File: config.mk
export PLATFORM = sky130hd
export DESIGN_NAME = fifo_with_indexed_erase
export DESIGN_NICKNAME = d
export VERILOG_FILES = /design/src/hdl/fwie_pkg.sv /design/src/hdl/fwie_ctrl.sv /design/src/hdl/fwie_datapath.sv /design/src/hdl/fifo_with_indexed_erase.sv
export SDC_FILE = /design/constraint.sdc
export NUM_CORES = 1
export LEC_CHECK = 0
export BUFFER_PORTS_ARGS = -buffer_cell sky130_fd_sc_hd__clkbuf_2
export CORE_MARGIN = 2
export CORE_UTILIZATION = 30
export DETAILED_ROUTE_END_ITERATION = 7
export PLACE_DENSITY_LB_ADDON = 0.25
export SYNTH_ARGS = -nofsm -noshare
export SYNTH_HDL_FRONTEND = slang
export SYNTH_SLANG_ARGS = --single-unit
File: constraint.sdc
create_clock -name clock -period 8.8 [get_ports clock]
set_input_delay 1.76 -clock clock [delete_from_list [all_inputs] [get_ports clock]]
set_output_delay 1.76 -clock clock [all_outputs]
set_load 0.02 [all_outputs]
File: src/hdl/fwie_pkg.sv
package fwie_pkg;

   // Storage geometry.
   localparam int DEPTH  = 16;
   localparam int ADDR_W = $clog2(DEPTH);
   localparam int CNT_W  = $clog2(DEPTH + 1);

   // Command codes carried by a request.
   localparam logic [2:0] CMD_PUSH  = 3'd0;
   localparam logic [2:0] CMD_POP   = 3'd1;
   localparam logic [2:0] CMD_READ  = 3'd2;
   localparam logic [2:0] CMD_ERASE = 3'd3;
   localparam logic [2:0] CMD_CLEAR = 3'd4;

   // Status codes returned with each response.
   localparam logic [1:0] ST_OK    = 2'd0;
   localparam logic [1:0] ST_EMPTY = 2'd1;
   localparam logic [1:0] ST_FULL  = 2'd2;
   localparam logic [1:0] ST_RANGE = 2'd3;

   typedef struct packed {
      logic [2:0]  command;
      logic [31:0] value;
      logic [3:0]  index;
   } fwie_req_type;

   typedef struct packed {
      logic [1:0]       status;
      logic [31:0]      read_value;
      logic [31:0]      front_value;
      logic [31:0]      back_value;
      logic [CNT_W-1:0] count;
      logic             is_empty;
   } fwie_rsp_type;

   // Commands from the controller to the datapath.
   typedef struct packed {
      logic exec;
      logic load;
   } fwie_cmd_type;

   // Status from the datapath to the controller.
   typedef struct packed {
      logic out_busy;
   } fwie_stat_type;

endpackage

File: src/hdl/fwie_ctrl.sv
module fwie_ctrl import fwie_pkg::*; (
   input  logic          clock,
   input  logic          reset,
   input  logic          req_valid,
   output logic          req_stall,
   input  fwie_stat_type stat,
   output fwie_cmd_type  cmd
);

   typedef enum logic [1:0] {
      S_IDLE   = 2'b01,
      S_FINISH = 2'b10
   } state_type;

   state_type state_ff;
   state_type state_in;

   // Next state and commands: a request executes on acceptance, the response
   // is assembled in S_FINISH once the output register is free.
   always_comb begin
      state_in  = state_ff;
      req_stall = 1'b1;
      cmd.exec  = 1'b0;
      cmd.load  = 1'b0;
      case (state_ff)
         S_IDLE: begin
            req_stall = 1'b0;
            cmd.exec  = req_valid;
            if (req_valid) begin
               state_in = S_FINISH;
            end
         end
         S_FINISH: begin
            cmd.load = !stat.out_busy;
            if (!stat.out_busy) begin
               state_in = S_IDLE;
            end
         end
         default: begin
            state_in = S_IDLE;
         end
      endcase
   end

   always_ff @(posedge clock) begin
      if (reset) begin
         state_ff <= S_IDLE;
      end else begin
         state_ff <= state_in;
      end
   end

endmodule

File: src/hdl/fwie_datapath.sv
module fwie_datapath import fwie_pkg::*; (
   input  logic          clock,
   input  logic          reset,
   input  fwie_req_type  req,
   input  fwie_cmd_type  cmd,
   output fwie_stat_type stat,
   output logic          rsp_valid,
   input  logic          rsp_stall,
   output fwie_rsp_type  rsp
);

   logic [31:0]      entries_ff [DEPTH];
   logic [CNT_W-1:0] occ_ff;
   logic [CNT_W-1:0] occ_in;
   logic [1:0]       status_ff;
   logic [1:0]       status_in;
   logic [31:0]      read_ff;
   logic [31:0]      read_in;
   fwie_rsp_type     rsp_ff;
   fwie_rsp_type     rsp_in;
   logic             rsp_valid_ff;
   logic             rsp_valid_in;

   logic [CNT_W-1:0]  occ_last;
   logic [ADDR_W-1:0] rd_addr;
   logic [31:0]       rd_data;
   logic              idx_ok;
   logic              do_push;
   logic              do_shift;
   logic [ADDR_W-1:0] shift_pos;

   // One read port: the request index while executing, the back entry after.
   assign occ_last = occ_ff - CNT_W'(1);
   assign rd_addr  = cmd.exec ? ADDR_W'(req.index) : occ_last[ADDR_W-1:0];
   assign rd_data  = entries_ff[rd_addr];
   assign idx_ok   = ({1'b0, req.index} < occ_ff);

   // Decode the request into storage updates and a status code.
   always_comb begin
      occ_in    = occ_ff;
      status_in = status_ff;
      read_in   = read_ff;
      do_push   = 1'b0;
      do_shift  = 1'b0;
      shift_pos = '0;
      if (cmd.exec) begin
         status_in = ST_OK;
         read_in   = '0;
         case (req.command)
            CMD_PUSH: begin
               if (occ_ff == CNT_W'(DEPTH)) begin
                  status_in = ST_FULL;
               end else begin
                  do_push = 1'b1;
                  occ_in  = occ_ff + CNT_W'(1);
               end
            end
            CMD_POP: begin
               if (occ_ff == '0) begin
                  status_in = ST_EMPTY;
               end else begin
                  do_shift = 1'b1;
                  occ_in   = occ_last;
               end
            end
            CMD_READ: begin
               if (!idx_ok) begin
                  status_in = ST_RANGE;
               end else begin
                  read_in = rd_data;
               end
            end
            CMD_ERASE: begin
               if (!idx_ok) begin
                  status_in = ST_RANGE;
               end else begin
                  do_shift  = 1'b1;
                  shift_pos = ADDR_W'(req.index);
                  occ_in    = occ_last;
               end
            end
            CMD_CLEAR: begin
               occ_in = '0;
            end
            default: begin
            end
         endcase
      end
   end

   // Entry storage: append at the fill point, or close up from a position.
   always_ff @(posedge clock) begin
      for (int i = 0; i < DEPTH; i++) begin
         if (do_push && (occ_ff[ADDR_W-1:0] == ADDR_W'(i))) begin
            entries_ff[i] <= req.value;
         end else if (do_shift && (i < DEPTH - 1) && (ADDR_W'(i) >= shift_pos)) begin
            entries_ff[i] <= entries_ff[(i + 1) % DEPTH];
         end
      end
   end

   // Response assembly from the updated state.
   always_comb begin
      rsp_in.status      = status_ff;
      rsp_in.read_value  = read_ff;
      rsp_in.front_value = (occ_ff != '0) ? entries_ff[0] : '0;
      rsp_in.back_value  = (occ_ff != '0) ? rd_data : '0;
      rsp_in.count       = occ_ff;
      rsp_in.is_empty    = (occ_ff == '0);
   end

   assign stat.out_busy = rsp_valid_ff && rsp_stall;
   assign rsp_valid_in  = cmd.load || (rsp_valid_ff && rsp_stall);

   always_ff @(posedge clock) begin
      if (reset) begin
         occ_ff       <= '0;
         rsp_valid_ff <= 1'b0;
      end else begin
         occ_ff       <= occ_in;
         rsp_valid_ff <= rsp_valid_in;
      end
   end

   always_ff @(posedge clock) begin
      status_ff <= status_in;
      read_ff   <= read_in;
      if (cmd.load) begin
         rsp_ff <= rsp_in;
      end
   end

   assign rsp_valid = rsp_valid_ff;
   assign rsp       = rsp_ff;

endmodule

File: src/hdl/fifo_with_indexed_erase.sv
// A request executes on acceptance; its response is then assembled into the output register in S_FINISH.
// No new request is taken until S_FINISH ends; execution and response assembly share one read port.
// A held response does not block acceptance of the next request; it stalls only S_FINISH.
// Reset is synchronous and active high: it empties the store and drops any pending response.
// Entry contents are not cleared by reset.
module fifo_with_indexed_erase import fwie_pkg::*; (
   input  logic         clock,
   input  logic         reset,
   input  logic         req_valid,
   output logic         req_stall,
   input  fwie_req_type req,
   output logic         rsp_valid,
   input  logic         rsp_stall,
   output fwie_rsp_type rsp
);

   fwie_cmd_type  cmd;
   fwie_stat_type stat;

   // Sequencing of each request.
   fwie_ctrl u_ctrl (
      .clock     (clock),
      .reset     (reset),
      .req_valid (req_valid),
      .req_stall (req_stall),
      .stat      (stat),
      .cmd       (cmd)
   );

   // Storage, occupancy and the response register.
   fwie_datapath u_datapath (
      .clock     (clock),
      .reset     (reset),
      .req       (req),
      .cmd       (cmd),
      .stat      (stat),
      .rsp_valid (rsp_valid),
      .rsp_stall (rsp_stall),
      .rsp       (rsp)
   );

endmodule

Yosys cells after proc, flatten, opt, wreduce, memory -nomap -nowiden
Memory sizes are Yosys's and may differ from the RTL's. A register that Yosys moved wholly into a read port is not among the register bits.
Index checks and enable logic that the tools add are counted.
Widths: inputs -> output; s select.
{"block": "totals", "regBits": 114, "mem_bits_rw": 512, "output_inout_bits": 106, "word_cells": 236, "memories": 1}
{"name": "u_datapath.entries_ff", "depth": 16, "word_bits": 32, "read_ports": 17, "rd_clocked_by_memory_dff": 1, "write_ports": 15, "line_no": "fwie_datapath.sv:12", "rtl": "logic [31:0] entries_ff [DEPTH];"}
{"block": "op_classes", "addsub": 2, "n_lt_le_gt_ge": 16, "eq_ne": 27, "mux": 120, "bitwise_logic": 15, "reduce_logical": 45}
{"operator": "$mux 32", "count": 16}
{"operator": "$mux 1", "count": 88}
{"operator": "$eq 4x4->1 const B", "count": 8}
{"operator": "$logic_and 1x1->1", "count": 32}
{"operator": "$reduce_or 32->1", "count": 1}
{"operator": "$ge 4x4->1 const A", "count": 7}
{"operator": "$mux 4", "count": 5}
{"operator": "$pmux 5 s4", "count": 1}
{"operator": "$eq 4x3->1 const B", "count": 4}
{"operator": "$ge 3x4->1 const A", "count": 4}
{"operator": "$mux 5", "count": 3}
{"operator": "$or 1x1->1", "count": 15}
{"operator": "$eq 4x2->1 const B", "count": 2}
{"operator": "$ge 1x4->1 const A", "count": 2}
{"operator": "$ge 2x4->1 const A", "count": 2}
{"operator": "$mux 2", "count": 4}
{"operator": "$ne 2x2->1 const B", "count": 4}
{"operator": "$eq 3x2->1 const B", "count": 2}
{"operator": "$pmux 2 s3", "count": 1}
{"operator": "$add 5x1->5 const B", "count": 1}
{"operator": "$eq 5x5->1 const B", "count": 1}
{"operator": "$logic_not 5->1", "count": 1}
{"operator": "$lt 4x5->1", "count": 1}
{"operator": "$reduce_and 5->1", "count": 1}
{"operator": "other kinds (17)", "count": 19}

Longest topological paths before layout
Gate-level depths: netlist (run 1).
{"block": "depth", "depth_word": 11, "depth_mapped": 12, "depth_no_buf": 8}

Modules after synthesis
From an unflattened synthesis (run 1), not the netlist that was laid out.
{"block": "hier_totals", "cells_unflattened": 2255, "hier_area_um2": 32508.7}
{"mod": "fwie_datapath", "instances": 1, "cells_per_inst": 2246, "area_per_inst_um2": 32421.1}
{"mod": "fwie_ctrl", "instances": 1, "cells_per_inst": 9, "area_per_inst_um2": 87.6}

Worst setup path after synthesis (run 1)
Ideal clock, no wire load.
{"block": "synth_timing", "path_kind": "input -> register", "startpoint": "input port rsp_stall", "endpoint": "register u_datapath.rsp_ff, in the netlist u_datapath.rsp[0], enable pin", "setup_time_ns": 0.602, "arrival_time_ns": 6.669, "slack_ns": 1.530, "cell_stages": 1, "path_buffers": 0, "path_cell_list": "a21oi_1"}
{"block": "synth_between", "elab_chain_cells": 3}
{"element": "start: declaration", "line_no": "fifo_with_indexed_erase.sv:13", "rtl": "input logic rsp_stall,"}
{"element": "$logic_and 1x1->1", "line_no": "fwie_datapath.sv:112", "rtl": "assign stat.out_busy = rsp_valid_ff && rsp_stall;"}
{"element": "$logic_not 1->1"}
{"element": "$mux 1", "line_no": "fwie_ctrl.sv:25", "rtl": "case (state_ff)"}
{"element": "end signal: assignment", "line_no": "fwie_datapath.sv:129", "rtl": "rsp_ff <= rsp_in;"}
{"element": "end: declaration", "line_no": "fwie_datapath.sv:19", "rtl": "fwie_rsp_type rsp_ff;"}
Every way passes these cells.
A chain may end at the register's enable or synchronous reset.

Final worst setup path (run 1)
{"block": "layout_timing", "startpoint": "input port req[1] (netlist bit)", "endpoint": "register u_datapath.read_ff[29], data pin"}
{"block": "layout_between", "elab_chain_cells": 2, "elab_cells_between_ends": 4, "cone_classes": "1 x order compare; 1 x mux; 1 x reduce/logical; 1 x memory"}
{"element": "start: declaration", "line_no": "fifo_with_indexed_erase.sv:11", "rtl": "input fwie_req_type req,"}
{"element": "$mux 4 or $lt 4x5->1 (tied branches)", "line_no": "fwie_datapath.sv:34, fwie_datapath.sv:36"}
{"element": "$mem_v2 16x32 or $reduce_and 2->1 (tied branches)"}
{"element": "end signal: assignment", "line_no": "fwie_datapath.sv:127", "rtl": "read_ff <= read_in;"}
{"element": "end: declaration", "line_no": "fwie_datapath.sv:17", "rtl": "logic [31:0] read_ff;"}
Several ways; a longest one is shown, not always the timed one.

==> results of run 1 <==
routing by layer:
metal  part of all wire (%)  wire length, um
met1                     44            56400
met2                     47            59800
met3                    5.7             7270
met4                    3.1             3950
met5                  0.020               26
through the flow:
stage / instances / power (uW) / hold slack, ps
6_report: 4413 / 8090 / 419
5_1_grt: 4411 / 8350 / 423
4_1_cts: 4411 / 8150 / 418
3_5_place_dp: 4270 / 4870 / 406
3_3_place_gp: 4270 / 4870 / 409
2_1_floorplan: 2725 / 4470 / 400
registers in the layout (all words and copies together), names as in the netlist:
signal                 cells
u_datapath.status_ff       2
u_datapath.entries_ff    512
u_datapath.read_ff        32
u_ctrl.state_ff            2
u_datapath.occ_ff          5
u_datapath.rsp           104
u_datapath.rsp_valid       1
worst max-delay path by stage:
stage | start | to | slack, ps | cells after the start
global placement | req[1] | u_datapath.read_ff[27]$_SDFFCE_PN0P_ | 2870 | 7
CTS | req[1] | u_datapath.read_ff[29]$_SDFFCE_PN0P_ | 3540 | 7
detailed placement | req[1] | u_datapath.read_ff[29]$_SDFFCE_PN0P_ | 2790 | 7
floorplan | rsp_stall | u_datapath.rsp[0]$_DFFE_PP_ | 1530 | 1
global route | req[1] | u_datapath.rsp[35]$_SDFFCE_PP0P_ | 3320 | 8
finish | req[1] | u_datapath.read_ff[29]$_SDFFCE_PN0P_ | 3380 | 7
cells in the final DEF, fill, tap and decap left out, types with 13 or more instances in the layout:
| cell | instances |
|---|---|
| a22oi_1 | 32 |
| a21oi_1 | 46 |
| mux2i_1 | 384 |
| mux2_1 | 67 |
| nor3_1 | 35 |
| nand3_1 | 227 |
| a211oi_1 | 34 |
| a2111oi_0 | 64 |
| clkbuf_2 | 146 |
| a211o_1 | 32 |
| mux2_2 | 445 |
| o21ai_4 | 13 |
| nand2_1 | 23 |
| a31oi_1 | 129 |
| clkbuf_16 | 82 |
| and2_1 | 97 |
| clkinv_2 | 13 |
| and3_1 | 33 |
| buf_4 | 59 |
| clkbuf_1 | 19 |
| edfxtp_1 | 650 |
| a221o_1 | 32 |
cell families after synthesis:
logic type,share of synthesized area (%)
simple gates,6.81
compound gates,8.49
xor+xnor,0.0241
buf+inv,3.86
flops,54.1
fa+ha+maj,0.275
mux,26.5
area by class of cell:
class / count / area [um2]
fillers: 11800 / 79000
clock buffers: 104 / 2160
repair buffers: 209 / 1240
well taps: 1612 / 2020
flip-flops and latches: 658 / 19700
clock inverters: 37 / 349
diodes: 2 / 5.00
multi-input cells: 1779 / 15600
inverters: 12 / 53.8
power by group through the flow:
stage / clock network, uW / registers, uW / logic [uW]
detailed placement: 0 / 3660 / 1210
floorplan: 0 / 3650 / 828
CTS: 3340 / 3590 / 1220
global route: 3450 / 3600 / 1300
global placement: 0 / 3660 / 1200
finish: 3270 / 3590 / 1230
==> flow_metrics.tcl, run 1 <==
set metrics [dict create \
    hold_viol_final 0 \
    report.final.slew_viol_count 0 \
    cpMostUsedCell "mux2i_1" \
    globalplace.congestion 0.801 \
    met3_usage_pct 2.78 \
    status "complete, no violations" \
    ant_nets 0 \
    fp.dieW_um 352 \
    synth_edf_count 650 \
    synth_top_area_share_pct 53.6 \
    slowest_stage "mux2i_4" \
    r2r_start "u_datapath.occ_ff[0]$_SDFFE_PP0P_" \
    drc 0 \
    die-area_mm2 0.124 \
    rsz0062_at_grt "false" \
    area_growth_pct 12.9 \
    wl_per_cell_um 28.9 \
    synth_nets 2776 \
    async_flop_share_pct 0 \
    cp.required_ps 9200 \
    core.rowCount 127 \
    grt.busiest_layer "met2" \
    start_util_pct 30.3 \
    viasPerCell 5.67 \
    hp-start "u_datapath.read_ff[2]$_SDFFCE_PN0P_" \
    start_kind "input pin" \
    postCtsSetupBuffers 0 \
    dp_hpwl_um 71100 \
    slew_headroom_pct 20.0 \
    grt.total_usage_pct 19.9 \
    drt_iter0_markers 2403 \
    nets 2790 \
    whs_path_depth 0 \
    syn_avg_cell_area_um2 13.4 \
    skew_ps 30.1 \
    met2_usage_pct 32.5 \
    drive_gt1_share_pct 29.2 \
    min_path_type "reg -> reg" \
    ys_warn_count 0 \
    p_int_uw 5890 \
    dp_slack_ps 2790 \
    endpoint_kind "flip-flop" \
    cts_resized 0 \
    grt_pass1_wl_um 182000 \
    worstMarginPinSlew_ps 1200 \
    period_needed_ps 5420 \
    grt_pass1_vias 24400 \
    path_delay_family "buffers and inverters" \
    reg2reg_slack_ps 4120 \
    rr_worst_depth 10 \
    synth.cell_area_mm2 0.0364 \
    seq_power_share_pct 44.4 \
    grt_max_degree 119 \
    yosys_most_used_dff "edfxtp_1" \
    cpPeakStageDelay_ps 1000 \
    maxCapViolCount 0 \
    clock-sinks 658 \
    placed_area_mm2 0.0386 \
    clock-root-buffer "clkbuf_16" \
    syn_inst 2725 \
    post-route-period-util_pct 61.6 \
    holdBufCountCts 0 \
    worstPathCellList "buf_8, clkinv_2, mux2i_4, buf_4, mux2i_1, mux2i_1, a221o_1" \
    htree_levels 3 \
    setup_viol 0 \
    final_area_mm2 0.0411 \
    cts-buffers-inserted 79 \
    synthDistinctLibCells 59 \
    ios 149 \
    crit_buf_inv 3 \
    antenna_found_initial 7 \
    cts.path.max_buffers 3 \
    p_leak_uw 0.0138 \
    vias 25000 \
    grtUsageMet1_pct 27.2 \
    fmax_mhz 184 \
    cp_max_fo 59 \
    firstDrtPassIters 5 \
    combinationalPowerShare_pct 15.2 \
    core_area_mm2 0.120 \
    ys_ff_latch 658 \
    die_h_um 352 \
    p_sw_uw 2200 \
    cp.arrival_ps 5830 \
    synth_top_area_cell "edfxtp_1" \
    timing.rr.end "u_datapath.read_ff[29]$_SDFFCE_PN0P_" \
    io_buffer_count 148 \
    hold_end "u_datapath.rsp[72]$_DFFE_PP_" \
    clock_latency_ps 660 \
    path_clk_slew_ps 60 \
    synthTopCellsByArea "edfxtp_1 (54%), mux2_2 (14%), mux2i_1 (11%), nand3_1 (3.1%), a31oi_1 (2.2%)" \
    critPathKind "in -> reg" \
    yosysMostFrequentCell "edfxtp_1" \
    irDropWorstVdd_uv 127 \
    utilization_pct 34.2 \
    cts_tree "built" \
    tns_ps 0 \
    wl_um 128000 \
    clkPwrFrac_pct 40.4 \
    overflow 0 \
    sw_frac_of_total_pct 27.2 \
    final.setup.worst_slack_ps 3380 \
    synth_commonest_cells "edfxtp_1 (650), mux2_2 (445), mux2i_1 (386)" \
    ys_seq_area_share_pct 54.1 \
    power_density_mw_per_mm2 197 \
]
No activity file was read; power rests on OpenSTA's default activity.
==> run 2: changes to the inputs <==
- clock period: 8.8 -> 4.74 ns (I/O delays scaled with it)
==> run 2 against run 1 <==
Against the previous run:
- via count down 0.42%
- power up 89%
- clock power increased by 91%
- hold slack got worse by 1.9 ps
- final cell count up 1.1%
- first-iteration DRC count increased by 1.5%
- critical path type is now reg -> reg
- largest cell class unchanged
==> flow_metrics.tcl, run 2 (synthesis results as in run 1) <==
set metrics [dict create \
    ant_nets 0 \
    path_clk_slew_ps 60 \
    start_util_pct 30.3 \
    cp.arrival_ps 4040 \
    cts-buffers-inserted 81 \
    wl_met2_um 57500 \
    largest_reg_flops 512 \
    cts.path.max_buffers 3 \
    cts_tree "built" \
    irDropWorstVdd_uv 259 \
    postCtsSetupBuffers 0 \
    globalplace.congestion 0.802 \
    layout_commonest_cell "edfxtp_1" \
    antenna_found_initial 10 \
    grt_pass1_vias 24200 \
    grt.total_usage_pct 19.7 \
    die-area_mm2 0.124 \
    worstMarginPinSlew_ps 1040 \
    ios 149 \
    fp.dieW_um 352 \
    overflow 0 \
    slew_headroom_pct 30.5 \
    wl_um 125000 \
    critPathKind "reg -> reg" \
    rsz0062_at_grt "false" \
    report.final.slew_viol_count 0 \
    area_growth_pct 15.2 \
    clock_latency_ps 680 \
    cp.required_ps 5030 \
    route.met3.wl_um 7540 \
    maxCapViolCount 0 \
    clock-root-buffer "clkbuf_16" \
    grt_max_degree 146 \
    drc 0 \
    drt_iter0_markers 2438 \
    min_path_type "reg -> reg" \
    reg2reg_slack_ps 990 \
    top_register "u_datapath.entries_ff" \
    p_leak_uw 0.0142 \
    nets 2835 \
    tns_ps 0 \
    core.rowCount 127 \
    period_needed_ps 3750 \
    endpoint_kind "flip-flop" \
    start_kind "flip-flop" \
    viasPerCell 5.58 \
    core_area_mm2 0.120 \
    die_h_um 352 \
    power_density_mw_per_mm2 365 \
    post-route-period-util_pct 79.1 \
    drive_gt1_share_pct 30.6 \
    clock-sinks 658 \
    wl_per_cell_um 28.1 \
    holdBufCountCts 0 \
    firstDrtPassIters 5 \
    vias 24900 \
    setup_viol 0 \
    hold_viol_final 0 \
    status "complete, no violations" \
    grt_pass1_wl_um 180000 \
    cp_max_fo 23 \
    dp_hpwl_um 76500 \
    skew_ps 25.6 \
    io_buffer_count 148 \
    fmax_mhz 267 \
    wl_met1_um 57500 \
    final_area_mm2 0.0419 \
    final_cell_mix "edfxtp_1 (650), mux2_2 (445), mux2i_1 (384)" \
    fill_cells 11700 \
    cts_resized 0 \
    htree_levels 3 \
    top_layer_used "met5" \
    placed_area_mm2 0.0393 \
]
run 2: changes by cell type in the layout (fill, tap and decap cells not counted), moves of 2 or more:
| cell | change |
|---|---|
| inv_16 | +2 |
| clkbuf_16 | +2 |
| clkinv_2 | +3 |
| clkinv_4 | +2 |
| clkinv_1 | +6 |
| buf_12 | +30 |
| buf_4 | +13 |
| clkbuf_1 | -8 |
run 2: cell type report:
type	instances	area (um2)	share of cell area [%]
Timing Repair Buffer	252	1940	4.62
Tap cell	1612	2020	4.81
Clock buffer	97	2170	5.18
Clock inverter	52	457	1.09
Inverter	12	52.6	0.125
Multi-Input combinational cell	1779	15600	37.2
Antenna cell	1	2.50	0.00597
Sequential cell	658	19700	47.0
run 2: final timing paths:
path                                startpoint                                     end  cells past startpoint
max          u_datapath.occ_ff[1]$_SDFFE_PP0P_  u_datapath.entries_ff[0][28]$_DFFE_PP_                     10
min          u_datapath.status_ff[0]$_DFFE_PP_           u_datapath.rsp[102]$_DFFE_PP_                      0
max reg2reg  u_datapath.occ_ff[1]$_SDFFE_PP0P_  u_datapath.entries_ff[0][28]$_DFFE_PP_                     10
min reg2reg  u_datapath.status_ff[0]$_DFFE_PP_           u_datapath.rsp[102]$_DFFE_PP_                      0
run 2: power by group:
group	switching, uW	leakage (uW)	total [uW]	internal (uW)
Clock	2630	0.00128	6240	3610
Sequential	82.5	0.00600	6660	6580
Combinational	1500	0.00692	2380	877
Total	4220	0.0142	15300	11100
run 2: critical path, cell delays in order, from the launching register on:
cell	delay, ps
dfxtp_1	540
inv_1	280
ha_1	360
a2111o_1	430
nand3_2	130
nor4b_4	220
buf_4	350
o21ai_4	120
buf_12	220
nand2_2	100
buf_4	570
run 2: layer usage:
metal	vias to the layer above	global-route usage, %
met5	-	0
met4	8	5.41
met3	165	3.21
met2	898	31.1
met1	12900	27.8
li1	10900	-
run 2: through the flow:
step           hold WS (ps)  util, %  setup slack [ps]  power, uW  std cells
6_report                417     34.9               989      15300       4463
5_1_grt                 426     34.9               879      15800       4463
4_1_cts                 419     34.9               987      15400       4462
3_5_place_dp            405     32.7               610       9140       4313
3_3_place_gp            406     32.7               678       9130       4313
2_1_floorplan           400        -              -386       8300       2725
